### src/sv/pcap_stream_record_checker_top_defines.svh
// assertion macros shared by the capture-file record checker
`ifndef PCAP_STREAM_RECORD_CHECKER_TOP_DEFINES_SVH
`define PCAP_STREAM_RECORD_CHECKER_TOP_DEFINES_SVH

// same-cycle implication, checked on clk and held off during rst
`define PSRC_ASSERT_NOW(label, ante, cons, msg) \
  label: assert property (@(posedge clk) disable iff (rst) (ante) |-> (cons)) \
    else $error(msg);

// next-cycle implication, checked on clk and held off during rst
`define PSRC_ASSERT_NEXT(label, ante, cons, msg) \
  label: assert property (@(posedge clk) disable iff (rst) (ante) |=> (cons)) \
    else $error(msg);

`endif

### src/sv/psrc_pkg.sv
// types, constants and field helpers of the capture-file record checker
package psrc_pkg;

  // header sizes in bytes and the last count value of each
  localparam int FILE_HDR_BYTES = 24;
  localparam int REC_HDR_SHORT = 16;
  localparam int REC_HDR_LONG = 24;
  localparam logic [4:0] FILE_HDR_LAST = 5'(FILE_HDR_BYTES - 1);
  localparam logic [4:0] REC_SHORT_LAST = 5'(REC_HDR_SHORT - 1);
  localparam logic [4:0] REC_LONG_LAST = 5'(REC_HDR_LONG - 1);

  // payload bytes taken per record at most
  localparam logic [15:0] MAX_FRAME_BYTES = 16'hffff;

  // supported format version
  localparam logic [15:0] SUPPORTED_MAJOR = 16'd2;
  localparam logic [15:0] SUPPORTED_MINOR = 16'd4;

  // magic words in native order, code is position + 1 (position + 6 when byte-swapped)
  localparam int NUM_MAGIC = 5;
  localparam logic [31:0] MAGIC_WORDS [NUM_MAGIC] = '{
    32'ha1b2c3d4, 32'ha1b2cd34, 32'ha1b234cd, 32'ha12b3c4d, 32'ha1b23c4d
  };
  localparam logic [3:0] MAGIC_UNKNOWN = 4'd0;
  localparam logic [3:0] MAGIC_SWAP_BASE = 4'd6;
  localparam logic [3:0] MAGIC_LONG_NATIVE = 4'd2;
  localparam logic [3:0] MAGIC_LONG_SWAPPED = 4'd7;

  // configuration register map
  localparam int PADDR_W = 3;
  localparam logic REG_MAX_CAP_IDX = 1'b0;
  localparam logic [31:0] MAX_CAP_RESET = 32'd262144;

  // note bits
  localparam int NOTE_BACKWARDS = 0;
  localparam int NOTE_TOO_BIG = 1;

  typedef enum logic [2:0] {
    KIND_FILE_HDR    = 3'd0,
    KIND_PACKET      = 3'd1,
    KIND_TOO_SMALL   = 3'd2,
    KIND_BAD_VERSION = 3'd3,
    KIND_TRUNCATED   = 3'd4
  } kind_t;

  typedef enum logic [3:0] {
    PH_FILE = 4'b0001,
    PH_REC  = 4'b0010,
    PH_PAY  = 4'b0100,
    PH_STOP = 4'b1000
  } phase_t;

  typedef logic [FILE_HDR_BYTES-1:0][7:0] hdr_bytes_t;

  typedef struct packed {
    kind_t       result_kind;
    logic [3:0]  magic_kind;
    logic [31:0] packet_number;
    logic [31:0] orig_len;
    logic [31:0] cap_len;
    logic [31:0] ts_sec;
    logic [31:0] ts_frac;
    logic [31:0] rec_index;
    logic [15:0] rec_protocol;
    logic [7:0]  rec_pkt_type;
    logic [30:0] word_sum;
    logic [1:0]  note;
  } result_t;

  function automatic logic [31:0] swap32(logic [31:0] v);
    return {v[7:0], v[15:8], v[23:16], v[31:24]};
  endfunction

  // little-endian 32-bit field at off, byte-swapped for a big-endian file
  function automatic logic [31:0] get32(hdr_bytes_t h, logic [4:0] off, logic sw);
    logic [31:0] v;
    v = {h[off + 5'd3], h[off + 5'd2], h[off + 5'd1], h[off]};
    return sw ? swap32(v) : v;
  endfunction

  function automatic logic [15:0] get16(hdr_bytes_t h, logic [4:0] off, logic sw);
    return sw ? {h[off], h[off + 5'd1]} : {h[off + 5'd1], h[off]};
  endfunction

  // magic word to format code, zero when unknown
  function automatic logic [3:0] magic_decode(logic [31:0] m);
    logic [3:0] code;
    code = MAGIC_UNKNOWN;
    for (int i = 0; i < NUM_MAGIC; i++) begin
      if (m == MAGIC_WORDS[i]) begin
        code = 4'(i + 1);
      end else if (m == swap32(MAGIC_WORDS[i])) begin
        code = 4'(i) + MAGIC_SWAP_BASE;
      end
    end
    return code;
  endfunction

endpackage

### src/sv/psrc_if.sv
// stream interfaces: file bytes in, record results out

interface psrc_in_if;
  logic       valid;
  logic       ready;
  logic [7:0] data_byte;
  logic       end_of_file;

  modport source (output valid, output data_byte, output end_of_file, input ready);
  modport sink (input valid, input data_byte, input end_of_file, output ready);
endinterface

interface psrc_out_if;
  logic        valid;
  logic        ready;
  logic [2:0]  result_kind;
  logic [3:0]  magic_kind;
  logic [31:0] packet_number;
  logic [31:0] orig_len;
  logic [31:0] cap_len;
  logic [31:0] ts_sec;
  logic [31:0] ts_frac;
  logic [31:0] rec_index;
  logic [15:0] rec_protocol;
  logic [7:0]  rec_pkt_type;
  logic [30:0] word_sum;
  logic [1:0]  note;

  modport source (
    output valid, output result_kind, output magic_kind, output packet_number,
    output orig_len, output cap_len, output ts_sec, output ts_frac, output rec_index,
    output rec_protocol, output rec_pkt_type, output word_sum, output note,
    input ready
  );
  modport sink (
    input valid, input result_kind, input magic_kind, input packet_number,
    input orig_len, input cap_len, input ts_sec, input ts_frac, input rec_index,
    input rec_protocol, input rec_pkt_type, input word_sum, input note,
    output ready
  );
endinterface

### src/sv/pcap_stream_record_checker_top.sv
// top level of the capture-file record checker
// Takes a capture file one byte per transaction (end_of_file marks the end and resets
// the parser) and gives one result per file header, record, or error. A byte is taken
// every clock cycle while the result stream keeps up; each byte passes an input register,
// combinational parse logic and the result register. The result register is the only
// buffer on the output side: while it holds an untaken result, at most one more byte is
// taken. No memory needs clearing after reset. max_capture_len sits at APB byte address
// 0 and must only be written while the stream is idle.
module pcap_stream_record_checker_top (
  input  logic                         clk,
  input  logic                         rst,
  input  logic                         psel,
  input  logic                         penable,
  input  logic                         pwrite,
  input  logic [psrc_pkg::PADDR_W-1:0] paddr,
  input  logic [31:0]                  pwdata,
  output logic [31:0]                  prdata,
  output logic                         pready,
  psrc_in_if.sink                      byte_stream,
  psrc_out_if.source                   result_stream
);

  logic              in_full;
  logic [7:0]        in_byte;
  logic              in_eof;
  logic              step;
  logic              slot_free;
  logic              res_valid;
  logic [31:0]       max_capture_len;
  psrc_pkg::result_t res, res_q;

  // configuration port
  psrc_cfg_regs u_cfg (
    .clk             (clk),
    .rst             (rst),
    .psel            (psel),
    .penable         (penable),
    .pwrite          (pwrite),
    .paddr           (paddr),
    .pwdata          (pwdata),
    .prdata          (prdata),
    .pready          (pready),
    .max_capture_len (max_capture_len)
  );

  // input register, advances when the result slot is free
  assign step = in_full && slot_free;
  assign byte_stream.ready = !in_full || step;

  always_ff @(posedge clk) begin
    if (rst) begin
      in_full <= 1'b0;
    end else if (byte_stream.valid && byte_stream.ready) begin
      in_full <= 1'b1;
    end else if (step) begin
      in_full <= 1'b0;
    end
  end

  always_ff @(posedge clk) begin
    if (byte_stream.valid && byte_stream.ready) begin
      in_byte <= byte_stream.data_byte;
      in_eof  <= byte_stream.end_of_file;
    end
  end

  // parser
  psrc_parser u_parser (
    .clk             (clk),
    .rst             (rst),
    .step            (step),
    .data_byte       (in_byte),
    .end_of_file     (in_eof),
    .max_capture_len (max_capture_len),
    .res_valid       (res_valid),
    .res             (res)
  );

  // result register
  psrc_out_reg u_out (
    .clk       (clk),
    .rst       (rst),
    .load      (step && res_valid),
    .res_in    (res),
    .take      (result_stream.ready),
    .out_valid (result_stream.valid),
    .res_out   (res_q),
    .slot_free (slot_free)
  );

  // result stream payload
  assign result_stream.result_kind   = res_q.result_kind;
  assign result_stream.magic_kind    = res_q.magic_kind;
  assign result_stream.packet_number = res_q.packet_number;
  assign result_stream.orig_len      = res_q.orig_len;
  assign result_stream.cap_len       = res_q.cap_len;
  assign result_stream.ts_sec        = res_q.ts_sec;
  assign result_stream.ts_frac       = res_q.ts_frac;
  assign result_stream.rec_index     = res_q.rec_index;
  assign result_stream.rec_protocol  = res_q.rec_protocol;
  assign result_stream.rec_pkt_type  = res_q.rec_pkt_type;
  assign result_stream.word_sum      = res_q.word_sum;
  assign result_stream.note          = res_q.note;

endmodule

### src/sv/psrc_cfg_regs.sv
// apb configuration register: capture length limit
module psrc_cfg_regs (
  input  logic                         clk,
  input  logic                         rst,
  input  logic                         psel,
  input  logic                         penable,
  input  logic                         pwrite,
  input  logic [psrc_pkg::PADDR_W-1:0] paddr,
  input  logic [31:0]                  pwdata,
  output logic [31:0]                  prdata,
  output logic                         pready,
  output logic [31:0]                  max_capture_len
);

  logic wr_en;

  assign pready = 1'b1;
  assign wr_en = psel && penable && pwrite && pready;

  // register write
  always_ff @(posedge clk) begin
    if (rst) begin
      max_capture_len <= psrc_pkg::MAX_CAP_RESET;
    end else if (wr_en && paddr[2] == psrc_pkg::REG_MAX_CAP_IDX) begin
      max_capture_len <= pwdata;
    end
  end

  // read back, unmapped addresses read zero
  always_comb begin
    prdata = '0;
    if (paddr[2] == psrc_pkg::REG_MAX_CAP_IDX) begin
      prdata = max_capture_len;
    end
  end

endmodule

### src/sv/psrc_parser.sv
// byte-level capture-file parser: header decode, record checks, payload sum
`include "pcap_stream_record_checker_top_defines.svh"

module psrc_parser (
  input  logic              clk,
  input  logic              rst,
  input  logic              step,
  input  logic [7:0]        data_byte,
  input  logic              end_of_file,
  input  logic [31:0]       max_capture_len,
  output logic              res_valid,
  output psrc_pkg::result_t res
);

  // control state
  psrc_pkg::phase_t phase, phase_next;
  logic [4:0]  cnt, cnt_next;
  logic [3:0]  magic, magic_next;
  logic        long_hdr, long_hdr_next;
  logic [31:0] snap_len, snap_len_next;
  logic [31:0] pkt_count, pkt_count_next;
  logic [31:0] prev_sec, prev_sec_next;
  logic [31:0] prev_frac, prev_frac_next;
  logic [30:0] run_sum, run_sum_next;
  logic [15:0] pay_left, pay_left_next;
  logic [7:0]  held, held_next;

  // header bytes and the record waiting for its payload
  psrc_pkg::hdr_bytes_t hdr, hv;
  logic        hdr_we, pend_we;
  logic [31:0] pend_orig, pend_cap, pend_sec, pend_frac, pend_idx;
  logic [15:0] pend_proto;
  logic [7:0]  pend_ptype;
  logic [1:0]  pend_note;

  // file header decode
  logic [3:0]  fh_magic;
  logic        fh_swap;
  logic [15:0] fh_major, fh_minor;
  logic [31:0] fh_snap, fh_link;
  logic        fh_bad;

  // record header decode
  logic        rh_swap;
  logic [31:0] rh_sec, rh_frac, rh_cap, rh_orig, rh_idx;
  logic [15:0] rh_proto;
  logic [7:0]  rh_ptype;
  logic        rh_big, rh_ts_valid, rh_back;
  logic [1:0]  rh_note;
  logic [15:0] rh_pay_len;
  logic [4:0]  rec_last;

  // payload accumulate
  logic [30:0] addend, sum_calc;

  // header view with the byte of this cycle merged in
  always_comb begin
    for (int i = 0; i < psrc_pkg::FILE_HDR_BYTES; i++) begin
      hv[i] = (5'(i) == cnt) ? data_byte : hdr[i];
    end
  end

  // file header fields
  assign fh_magic = psrc_pkg::magic_decode({hv[3], hv[2], hv[1], hv[0]});
  assign fh_swap  = fh_magic >= psrc_pkg::MAGIC_SWAP_BASE;
  assign fh_major = psrc_pkg::get16(hv, 5'd4, fh_swap);
  assign fh_minor = psrc_pkg::get16(hv, 5'd6, fh_swap);
  assign fh_snap  = psrc_pkg::get32(hv, 5'd16, fh_swap);
  assign fh_link  = psrc_pkg::get32(hv, 5'd20, fh_swap);
  assign fh_bad   = (fh_major != psrc_pkg::SUPPORTED_MAJOR) ||
                    (fh_minor != psrc_pkg::SUPPORTED_MINOR);

  // record header fields
  assign rh_swap  = magic >= psrc_pkg::MAGIC_SWAP_BASE;
  assign rh_sec   = psrc_pkg::get32(hv, 5'd0, rh_swap);
  assign rh_frac  = psrc_pkg::get32(hv, 5'd4, rh_swap);
  assign rh_cap   = psrc_pkg::get32(hv, 5'd8, rh_swap);
  assign rh_orig  = psrc_pkg::get32(hv, 5'd12, rh_swap);
  assign rh_idx   = long_hdr ? psrc_pkg::get32(hv, 5'd16, rh_swap) : '0;
  assign rh_proto = long_hdr ? psrc_pkg::get16(hv, 5'd20, rh_swap) : '0;
  assign rh_ptype = long_hdr ? hv[22] : '0;
  assign rec_last = long_hdr ? psrc_pkg::REC_LONG_LAST : psrc_pkg::REC_SHORT_LAST;

  // record checks: size limit and timestamp order
  assign rh_big = (snap_len < rh_cap) || (!long_hdr && rh_cap > max_capture_len);
  assign rh_ts_valid = (prev_sec != '0) && !prev_sec[31] &&
                       (prev_frac != '0) && !prev_frac[31];
  assign rh_back = (rh_sec == prev_sec) ? (rh_frac < prev_frac) : (rh_sec < prev_sec);
  always_comb begin
    rh_note = '0;
    rh_note[psrc_pkg::NOTE_TOO_BIG] = rh_big;
    rh_note[psrc_pkg::NOTE_BACKWARDS] = rh_ts_valid && rh_back;
  end
  assign rh_pay_len = (rh_cap > 32'(psrc_pkg::MAX_FRAME_BYTES)) ?
                      psrc_pkg::MAX_FRAME_BYTES : rh_cap[15:0];

  // even byte adds alone (final odd byte), odd byte completes a word
  assign addend = cnt[0] ? {15'd0, data_byte, held} : {23'd0, data_byte};
  assign sum_calc = run_sum + addend;

  // next state and result
  always_comb begin
    phase_next     = phase;
    cnt_next       = cnt;
    magic_next     = magic;
    long_hdr_next  = long_hdr;
    snap_len_next  = snap_len;
    pkt_count_next = pkt_count;
    prev_sec_next  = prev_sec;
    prev_frac_next = prev_frac;
    run_sum_next   = run_sum;
    pay_left_next  = pay_left;
    held_next      = held;
    hdr_we         = 1'b0;
    pend_we        = 1'b0;
    res_valid      = 1'b0;
    res            = '0;

    if (end_of_file) begin
      // end of file: report by phase, then back to the reset state
      if (phase == psrc_pkg::PH_FILE) begin
        res_valid = 1'b1;
        res.result_kind = psrc_pkg::KIND_TOO_SMALL;
      end else if (phase == psrc_pkg::PH_PAY) begin
        res_valid = 1'b1;
        res.result_kind   = psrc_pkg::KIND_TRUNCATED;
        res.magic_kind    = magic;
        res.packet_number = pkt_count;
        res.orig_len      = pend_orig;
        res.cap_len       = pend_cap;
        res.ts_sec        = pend_sec;
        res.ts_frac       = pend_frac;
        res.rec_index     = pend_idx;
        res.rec_protocol  = pend_proto;
        res.rec_pkt_type  = pend_ptype;
        res.note          = pend_note;
      end
      phase_next     = psrc_pkg::PH_FILE;
      cnt_next       = '0;
      magic_next     = psrc_pkg::MAGIC_UNKNOWN;
      long_hdr_next  = 1'b0;
      snap_len_next  = '0;
      pkt_count_next = '0;
      prev_sec_next  = '0;
      prev_frac_next = '0;
      run_sum_next   = '0;
      pay_left_next  = '0;
      held_next      = '0;
    end else begin
      case (phase)
        psrc_pkg::PH_FILE: begin
          hdr_we = 1'b1;
          cnt_next = cnt + 5'd1;
          if (cnt == psrc_pkg::FILE_HDR_LAST) begin
            cnt_next = '0;
            magic_next = fh_magic;
            long_hdr_next = (fh_magic == psrc_pkg::MAGIC_LONG_NATIVE) ||
                            (fh_magic == psrc_pkg::MAGIC_LONG_SWAPPED);
            snap_len_next = fh_snap;
            res_valid = 1'b1;
            res.result_kind = fh_bad ? psrc_pkg::KIND_BAD_VERSION : psrc_pkg::KIND_FILE_HDR;
            res.magic_kind = fh_magic;
            res.orig_len = fh_link;
            res.cap_len = fh_snap;
            phase_next = fh_bad ? psrc_pkg::PH_STOP : psrc_pkg::PH_REC;
          end
        end
        psrc_pkg::PH_REC: begin
          hdr_we = 1'b1;
          cnt_next = cnt + 5'd1;
          if (cnt == rec_last) begin
            cnt_next = '0;
            pend_we = 1'b1;
            prev_sec_next = rh_sec;
            prev_frac_next = rh_frac;
            pkt_count_next = pkt_count + 32'd1;
            pay_left_next = rh_pay_len;
            run_sum_next = '0;
            held_next = '0;
            if (rh_pay_len == '0) begin
              // empty payload: the record is done at its header
              res_valid = 1'b1;
              res.result_kind   = psrc_pkg::KIND_PACKET;
              res.magic_kind    = magic;
              res.packet_number = pkt_count + 32'd1;
              res.orig_len      = rh_orig;
              res.cap_len       = rh_cap;
              res.ts_sec        = rh_sec;
              res.ts_frac       = rh_frac;
              res.rec_index     = rh_idx;
              res.rec_protocol  = rh_proto;
              res.rec_pkt_type  = rh_ptype;
              res.note          = rh_note;
              phase_next = rh_note[psrc_pkg::NOTE_TOO_BIG] ? psrc_pkg::PH_STOP :
                                                             psrc_pkg::PH_REC;
            end else begin
              phase_next = psrc_pkg::PH_PAY;
            end
          end
        end
        psrc_pkg::PH_PAY: begin
          cnt_next = cnt + 5'd1;
          run_sum_next = cnt[0] ? sum_calc : run_sum;
          held_next = cnt[0] ? held : data_byte;
          pay_left_next = pay_left - 16'd1;
          if (pay_left == 16'd1) begin
            cnt_next = '0;
            res_valid = 1'b1;
            res.result_kind   = psrc_pkg::KIND_PACKET;
            res.magic_kind    = magic;
            res.packet_number = pkt_count;
            res.orig_len      = pend_orig;
            res.cap_len       = pend_cap;
            res.ts_sec        = pend_sec;
            res.ts_frac       = pend_frac;
            res.rec_index     = pend_idx;
            res.rec_protocol  = pend_proto;
            res.rec_pkt_type  = pend_ptype;
            res.word_sum      = sum_calc;
            res.note          = pend_note;
            phase_next = pend_note[psrc_pkg::NOTE_TOO_BIG] ? psrc_pkg::PH_STOP :
                                                             psrc_pkg::PH_REC;
          end
        end
        psrc_pkg::PH_STOP: begin
          // bytes ignored until end of file
        end
        default: begin
          phase_next = psrc_pkg::PH_FILE;
        end
      endcase
    end
  end

  // control registers
  always_ff @(posedge clk) begin
    if (rst) begin
      phase     <= psrc_pkg::PH_FILE;
      cnt       <= '0;
      magic     <= psrc_pkg::MAGIC_UNKNOWN;
      long_hdr  <= 1'b0;
      snap_len  <= '0;
      pkt_count <= '0;
      prev_sec  <= '0;
      prev_frac <= '0;
      run_sum   <= '0;
      pay_left  <= '0;
      held      <= '0;
    end else if (step) begin
      phase     <= phase_next;
      cnt       <= cnt_next;
      magic     <= magic_next;
      long_hdr  <= long_hdr_next;
      snap_len  <= snap_len_next;
      pkt_count <= pkt_count_next;
      prev_sec  <= prev_sec_next;
      prev_frac <= prev_frac_next;
      run_sum   <= run_sum_next;
      pay_left  <= pay_left_next;
      held      <= held_next;
    end
  end

  // header byte store
  always_ff @(posedge clk) begin
    if (step && hdr_we) begin
      hdr[cnt] <= data_byte;
    end
  end

  // pending record fields
  always_ff @(posedge clk) begin
    if (step && pend_we) begin
      pend_orig  <= rh_orig;
      pend_cap   <= rh_cap;
      pend_sec   <= rh_sec;
      pend_frac  <= rh_frac;
      pend_idx   <= rh_idx;
      pend_proto <= rh_proto;
      pend_ptype <= rh_ptype;
      pend_note  <= rh_note;
    end
  end

  // checks
  `PSRC_ASSERT_NOW(a_stop_silent, step && !end_of_file && phase == psrc_pkg::PH_STOP, !res_valid, "result while stopped")
  `PSRC_ASSERT_NOW(a_pay_nonzero, phase == psrc_pkg::PH_PAY, pay_left != 16'd0, "payload phase with nothing left")
  `PSRC_ASSERT_NOW(a_hdr_count, phase == psrc_pkg::PH_FILE || phase == psrc_pkg::PH_REC, cnt <= psrc_pkg::FILE_HDR_LAST, "header count out of range")
  `PSRC_ASSERT_NEXT(a_eof_clears, step && end_of_file, phase == psrc_pkg::PH_FILE && cnt == 5'd0 && pkt_count == 32'd0, "state not cleared after end of file")
  `PSRC_ASSERT_NEXT(a_hdr_to_rec, step && res_valid && res.result_kind == psrc_pkg::KIND_FILE_HDR, phase == psrc_pkg::PH_REC, "good file header did not start records")

endmodule

### src/sv/psrc_out_reg.sv
// result register between the parser and the result stream
module psrc_out_reg (
  input  logic              clk,
  input  logic              rst,
  input  logic              load,
  input  psrc_pkg::result_t res_in,
  input  logic              take,
  output logic              out_valid,
  output psrc_pkg::result_t res_out,
  output logic              slot_free
);

  logic valid_next;

  assign slot_free = !out_valid || take;

  // hold until the transaction completes, reload in the same cycle
  always_comb begin
    valid_next = out_valid;
    if (load) begin
      valid_next = 1'b1;
    end else if (take) begin
      valid_next = 1'b0;
    end
  end

  always_ff @(posedge clk) begin
    if (rst) begin
      out_valid <= 1'b0;
    end else begin
      out_valid <= valid_next;
    end
  end

  // payload
  always_ff @(posedge clk) begin
    if (load) begin
      res_out <= res_in;
    end
  end

endmodule

### src/flat_wrapper.sv
// flat-port wrapper written by rule: the top's interface ports become plain ports
module pcap_stream_record_checker_top_flat 
  (clk, rst, psel, penable, pwrite, paddr, pwdata, prdata, pready, byte_stream_valid, byte_stream_data_byte, byte_stream_end_of_file, byte_stream_ready, result_stream_valid, result_stream_result_kind, result_stream_magic_kind, result_stream_packet_number, result_stream_orig_len, result_stream_cap_len, result_stream_ts_sec, result_stream_ts_frac, result_stream_rec_index, result_stream_rec_protocol, result_stream_rec_pkt_type, result_stream_word_sum, result_stream_note, result_stream_ready);
  psrc_in_if byte_stream_i ();
  psrc_out_if result_stream_i ();
  input  logic clk;
  input  logic rst;
  input  logic psel;
  input  logic penable;
  input  logic pwrite;
  input  logic [psrc_pkg::PADDR_W-1:0] paddr;
  input  logic [31:0] pwdata;
  output logic [31:0] prdata;
  output logic pready;
  input wire logic [$bits(byte_stream_i.valid)-1:0] byte_stream_valid;
  input wire logic [$bits(byte_stream_i.data_byte)-1:0] byte_stream_data_byte;
  input wire logic [$bits(byte_stream_i.end_of_file)-1:0] byte_stream_end_of_file;
  output wire logic [$bits(byte_stream_i.ready)-1:0] byte_stream_ready;
  output wire logic [$bits(result_stream_i.valid)-1:0] result_stream_valid;
  output wire logic [$bits(result_stream_i.result_kind)-1:0] result_stream_result_kind;
  output wire logic [$bits(result_stream_i.magic_kind)-1:0] result_stream_magic_kind;
  output wire logic [$bits(result_stream_i.packet_number)-1:0] result_stream_packet_number;
  output wire logic [$bits(result_stream_i.orig_len)-1:0] result_stream_orig_len;
  output wire logic [$bits(result_stream_i.cap_len)-1:0] result_stream_cap_len;
  output wire logic [$bits(result_stream_i.ts_sec)-1:0] result_stream_ts_sec;
  output wire logic [$bits(result_stream_i.ts_frac)-1:0] result_stream_ts_frac;
  output wire logic [$bits(result_stream_i.rec_index)-1:0] result_stream_rec_index;
  output wire logic [$bits(result_stream_i.rec_protocol)-1:0] result_stream_rec_protocol;
  output wire logic [$bits(result_stream_i.rec_pkt_type)-1:0] result_stream_rec_pkt_type;
  output wire logic [$bits(result_stream_i.word_sum)-1:0] result_stream_word_sum;
  output wire logic [$bits(result_stream_i.note)-1:0] result_stream_note;
  input wire logic [$bits(result_stream_i.ready)-1:0] result_stream_ready;
  assign byte_stream_i.valid = byte_stream_valid;
  assign byte_stream_i.data_byte = byte_stream_data_byte;
  assign byte_stream_i.end_of_file = byte_stream_end_of_file;
  assign byte_stream_ready = byte_stream_i.ready;
  assign result_stream_valid = result_stream_i.valid;
  assign result_stream_result_kind = result_stream_i.result_kind;
  assign result_stream_magic_kind = result_stream_i.magic_kind;
  assign result_stream_packet_number = result_stream_i.packet_number;
  assign result_stream_orig_len = result_stream_i.orig_len;
  assign result_stream_cap_len = result_stream_i.cap_len;
  assign result_stream_ts_sec = result_stream_i.ts_sec;
  assign result_stream_ts_frac = result_stream_i.ts_frac;
  assign result_stream_rec_index = result_stream_i.rec_index;
  assign result_stream_rec_protocol = result_stream_i.rec_protocol;
  assign result_stream_rec_pkt_type = result_stream_i.rec_pkt_type;
  assign result_stream_word_sum = result_stream_i.word_sum;
  assign result_stream_note = result_stream_i.note;
  assign result_stream_i.ready = result_stream_ready;
  pcap_stream_record_checker_top u_core (.clk(clk), .rst(rst), .psel(psel), .penable(penable), .pwrite(pwrite), .paddr(paddr), .pwdata(pwdata), .prdata(prdata), .pready(pready), .byte_stream(byte_stream_i), .result_stream(result_stream_i));
endmodule
### config.mk
export PLATFORM = sky130hd
export DESIGN_NAME = pcap_stream_record_checker_top_flat
export DESIGN_NICKNAME = d
export VERILOG_FILES = /design/src/sv/psrc_pkg.sv /design/src/sv/psrc_if.sv /design/src/sv/pcap_stream_record_checker_top.sv /design/src/sv/psrc_cfg_regs.sv /design/src/sv/psrc_parser.sv /design/src/sv/psrc_out_reg.sv /design/src/flat_wrapper.sv
export VERILOG_INCLUDE_DIRS = /design/src /design/src/sv
export SDC_FILE = /design/constraint.sdc
export NUM_CORES = 2
export LEC_CHECK = 0
export BUFFER_PORTS_ARGS = -buffer_cell sky130_fd_sc_hd__clkbuf_2
export CELL_PAD_IN_SITES_DETAIL_PLACEMENT = 0
export CELL_PAD_IN_SITES_GLOBAL_PLACEMENT = 2
export CORE_MARGIN = 5
export CORE_UTILIZATION = 40
export DETAILED_ROUTE_END_ITERATION = 7
export PLACE_DENSITY = 0.84
export SLEW_MARGIN = 20
export SYNTH_ARGS = -nofsm -noshare
export SYNTH_HDL_FRONTEND = slang
export SYNTH_SLANG_ARGS = --single-unit
export TNS_END_PERCENT = 1
### constraint.sdc
create_clock -name clk -period 19.79 [get_ports clk]
set_clock_uncertainty 0.05 [all_clocks]
set_input_delay 4.9475 -clock clk [delete_from_list [all_inputs] [get_ports clk]]
set_output_delay 4.9475 -clock clk [all_outputs]
set_load 0.02 [all_outputs]
==> flow_summary.json <==
{
  "status": "finished clean",
  "fmax_mhz": 92.9,
  "root_buffer": "clkbuf_16",
  "most-common-layout-cells": "edfxtp_1 (635), nor2_1 (502), nand2_1 (354)",
  "required_ns": 14.79,
  "pwr_density_cell_nw_per_um2": 80.8,
  "grt_overflow": 0,
  "whs_endpoint": "u_core.u_cfg.max_capture_len[27]",
  "place_congestion": 0.890,
  "drc": 0,
  "share_comb_of_total_power_pct": 3.1,
  "grt_first_pass_wirelength_mm": 194,
  "clk_pin_slew_worst_paths_ns": 0.06,
  "min_period_ns": 10.77,
  "yosys_warnings": 0,
  "synthTopCellsByArea": "edfxtp_1 (45%), dfxtp_1 (11%), nor2_1 (4.4%)",
  "hold_buffers": 0,
  "postRouteAntennaNets": 0,
  "drive_above_1_share_pct": 15.0,
  "hold_path_class": "reg2reg",
  "fillCellCount": 9878,
  "tns_ns": 0,
  "worst_pin_slew_ns": 1.06,
  "total_power_uw": 3950,
  "mostFrequentLayoutCell": "edfxtp_1",
  "p_int_uw": 3080,
  "rr_endpoint": "u_core.u_out.res_out[134]",
  "ys_ff_latch": 866,
  "power.switching_uw": 861,
  "antenna_found_initial": 3,
  "cts.sinks": 866,
  "portBuffers": 338,
  "die_area_um2": 113000,
  "cp_slowest_stage_delay_ns": 0.36,
  "min_from": "u_core.u_cfg.max_capture_len[27]",
  "place_ws_ns": 9.03,
  "synthesis.area_um2": 42600,
  "worst-path-max-fanout": 34,
  "drv_slew": 0,
  "leakage_uw": 0.0185,
  "wirelength_mm": 128,
  "ys.flop_type": "edfxtp_1",
  "hold_viol": 0,
  "synth_cells": 3957,
  "synth_top_area_share_pct": 44.7,
  "dr.pass1.iters": 5,
  "synthArstFlopShare_pct": 0,
  "post_cts_buffers": 0,
  "clock_latency_ns": 0.68,
  "syn-num-nets": 4159,
  "fin_crit_sh_pct": 54.4,
  "track_usage_pct": 22.0,
  "io_pins": 342,
  "syn2layout_area_growth_pct": 14.5,
  "core.rowCount": 119,
  "critical-path-top-delay-family": "buffers and inverters",
  "cts_max_level": 3,
  "p_seq_share_pct": 49.4,
  "cts_buffers": 95,
  "switching_share_pct": 21.8,
  "die_h_um": 336,
  "synth.distinct_cells": 105,
  "rrSetupSlack_ns": 12.13,
  "reg2reg_depth": 13,
  "layout.nets": 4404,
  "startpoint_type": "input port",
  "vias": 32300,
  "avgSynthCellArea_um2": 10.8,
  "grt_max_degree": 93,
  "synth_edf_count": 635,
  "initial_core_util_pct": 40.4,
  "first_iter_violations": 2621,
  "coreArea_um2": 106000,
  "wl_per_cell_um": 22.6,
  "cp_common_cell": "clkbuf_2",
  "post-synth-top-area-cell": "edfxtp_1",
  "rsz0062_at_grt": "false",
  "clk_path_buf_depth": 3,
  "maxSlewHeadroom_pct": 29.7,
  "setup_viol": 0,
  "r2r-start": "u_core.u_parser.cnt[0]",
  "seq_area_frac_synth_pct": 55.6,
  "p_clk_share_pct": 47.5,
  "first_global_vias": 31100,
  "critPathBufInv": 2,
  "cts-resized-gates": 0,
  "whs_path_depth": 2,
  "timing.final.ws_setup_ns": 9.02,
  "cp-end-kind": "output port",
  "multi_input_area_um2": 17300,
  "worstPathCellList": "clkbuf_2 > nor2_1 > clkbuf_2",
  "diodes": 0,
  "critical_path_class": "in2out",
  "worst_ir_drop_vdd_mv": 0.0647,
  "cap_violations": 0,
  "die_width_um": 336,
  "regArea_um2": 23700,
  "viasPerCell": 5.69,
  "cp_slowest_cell": "clkbuf_2",
  "cts_tree": "done",
  "dp_hpwl_mm": 87.2,
  "cp.arrival_ns": 5.77
}
## worst max-delay path by stage
stage                             start  slack, ns  cells after the start                 endpoint
global route                   paddr[2]       8.94                      3               prdata[26]
detailed placement             paddr[2]       9.03                      3               prdata[26]
global placement               paddr[2]       9.11                      3                prdata[0]
finish                         paddr[2]       9.02                      3               prdata[26]
CTS                            paddr[2]       9.02                      3               prdata[26]
floorplan           result_stream_ready       1.27                      3  u_core.u_out.res_out[0]
## final cells by class
cell class / count / area share, %
Clock buffer: 121 / 5.20
Clock inverter: 59 / 1.55
Inverter: 153 / 1.19
Multi-Input combinational cell: 2678 / 35.4
Sequential cell: 866 / 48.5
Tap cell: 1391 / 3.57
Timing Repair Buffer: 408 / 4.56
## stage by stage
step	area [um^2]	std cells	hold WS (ns)	util, %
finish	48800	5676	0.401	46.2
global route	48800	5676	0.415	46.2
CTS	48800	5676	0.405	46.2
detailed placement	45500	5496	0.397	43.1
global placement	45500	5496	0.387	43.1
floorplan	42600	3957	0.379	-
## layer usage
layer,part of all wire (%),global-route usage [%],wire length (um)
met1,46,31.3,58600
met2,47,36.0,60200
met3,5.8,3.21,7370
met4,1.5,4.61,1910
met5,0,0,0
## worst register-to-register path: cells and delay by family, from the launching register on
kind	cells	cell delay [ns]
adders and majority gates	1	0.50
buffers and inverters	4	2.78
and+or+nand+nor	4	2.27
DFF	1	0.31
muxes	1	0.48
AOI/OAI and AO/OA	3	0.85
## synthesized netlist by cell type (all sizes together), types with 12 or more instances
master  count
xor2       15
nor4bb     14
o22ai      82
and3       94
xnor2      23
mux2i     145
nand2     357
nor2      504
edfxtp    635
inv       150
o211ai     20
a31oi      43
clkbuf    186
nand4      36
dfxtp     231
nor3b      12
ha        150
nor2b      38
and2       22
buf        74
a211oi     20
nand3      69
o221a      15
a22oi     137
or3        35
mux2       27
a21oi     208
nand2b     15
a21o       27
a22o      152
a221o      30
nor3       59
o31ai      13
o21ai     118
nor4       63
## power by group through the flow
stage          sequential (uW)  clock, uW  combinational, uW
4_1_cts                   1950       1920                123
5_1_grt                   1950       2000                133
6_report                  1950       1870                122
3_5_place_dp              1990          0                123
2_1_floorplan             2010          0               62.3
3_3_place_gp              1990          0                122
## kinds of logic after synthesis
kind of cell / Yosys count / synth area share, %
AOI/OAI and AO/OA: 936 / 15.3
buffers and inverters: 413 / 4.10
other: 1 / 0.00880
muxes: 172 / 4.14
xor gates and xnor gates: 38 / 0.781
adders and majority gates: 151 / 4.45
and+or+nand+nor: 1380 / 15.6
DFF: 866 / 55.6
## registers in the layout (all words and copies together), names as in the netlist, 4 cells and up
name / cells
u_core.u_parser.pend_idx: 32
u_core.u_parser.run_sum: 31
u_core.u_parser.pay_left: 16
u_core.u_parser.phase: 4
u_core.u_parser.prev_sec: 32
u_core.u_cfg.max_capture_len: 32
u_core.in_byte: 8
u_core.u_parser.prev_frac: 32
u_core.u_parser.cnt: 5
u_core.u_parser.magic: 4
u_core.u_parser.pend_proto: 16
u_core.u_parser.pkt_count: 32
u_core.u_out.res_out: 256
u_core.u_parser.pend_ptype: 8
u_core.u_parser.held: 8
u_core.u_parser.snap_len: 32
u_core.u_parser.pend_orig: 32
u_core.u_parser.pend_cap: 32
u_core.u_parser.pend_sec: 32
u_core.u_parser.hdr: 184
u_core.u_parser.pend_frac: 32
Note: power is estimated with default switching activity, not from simulation.
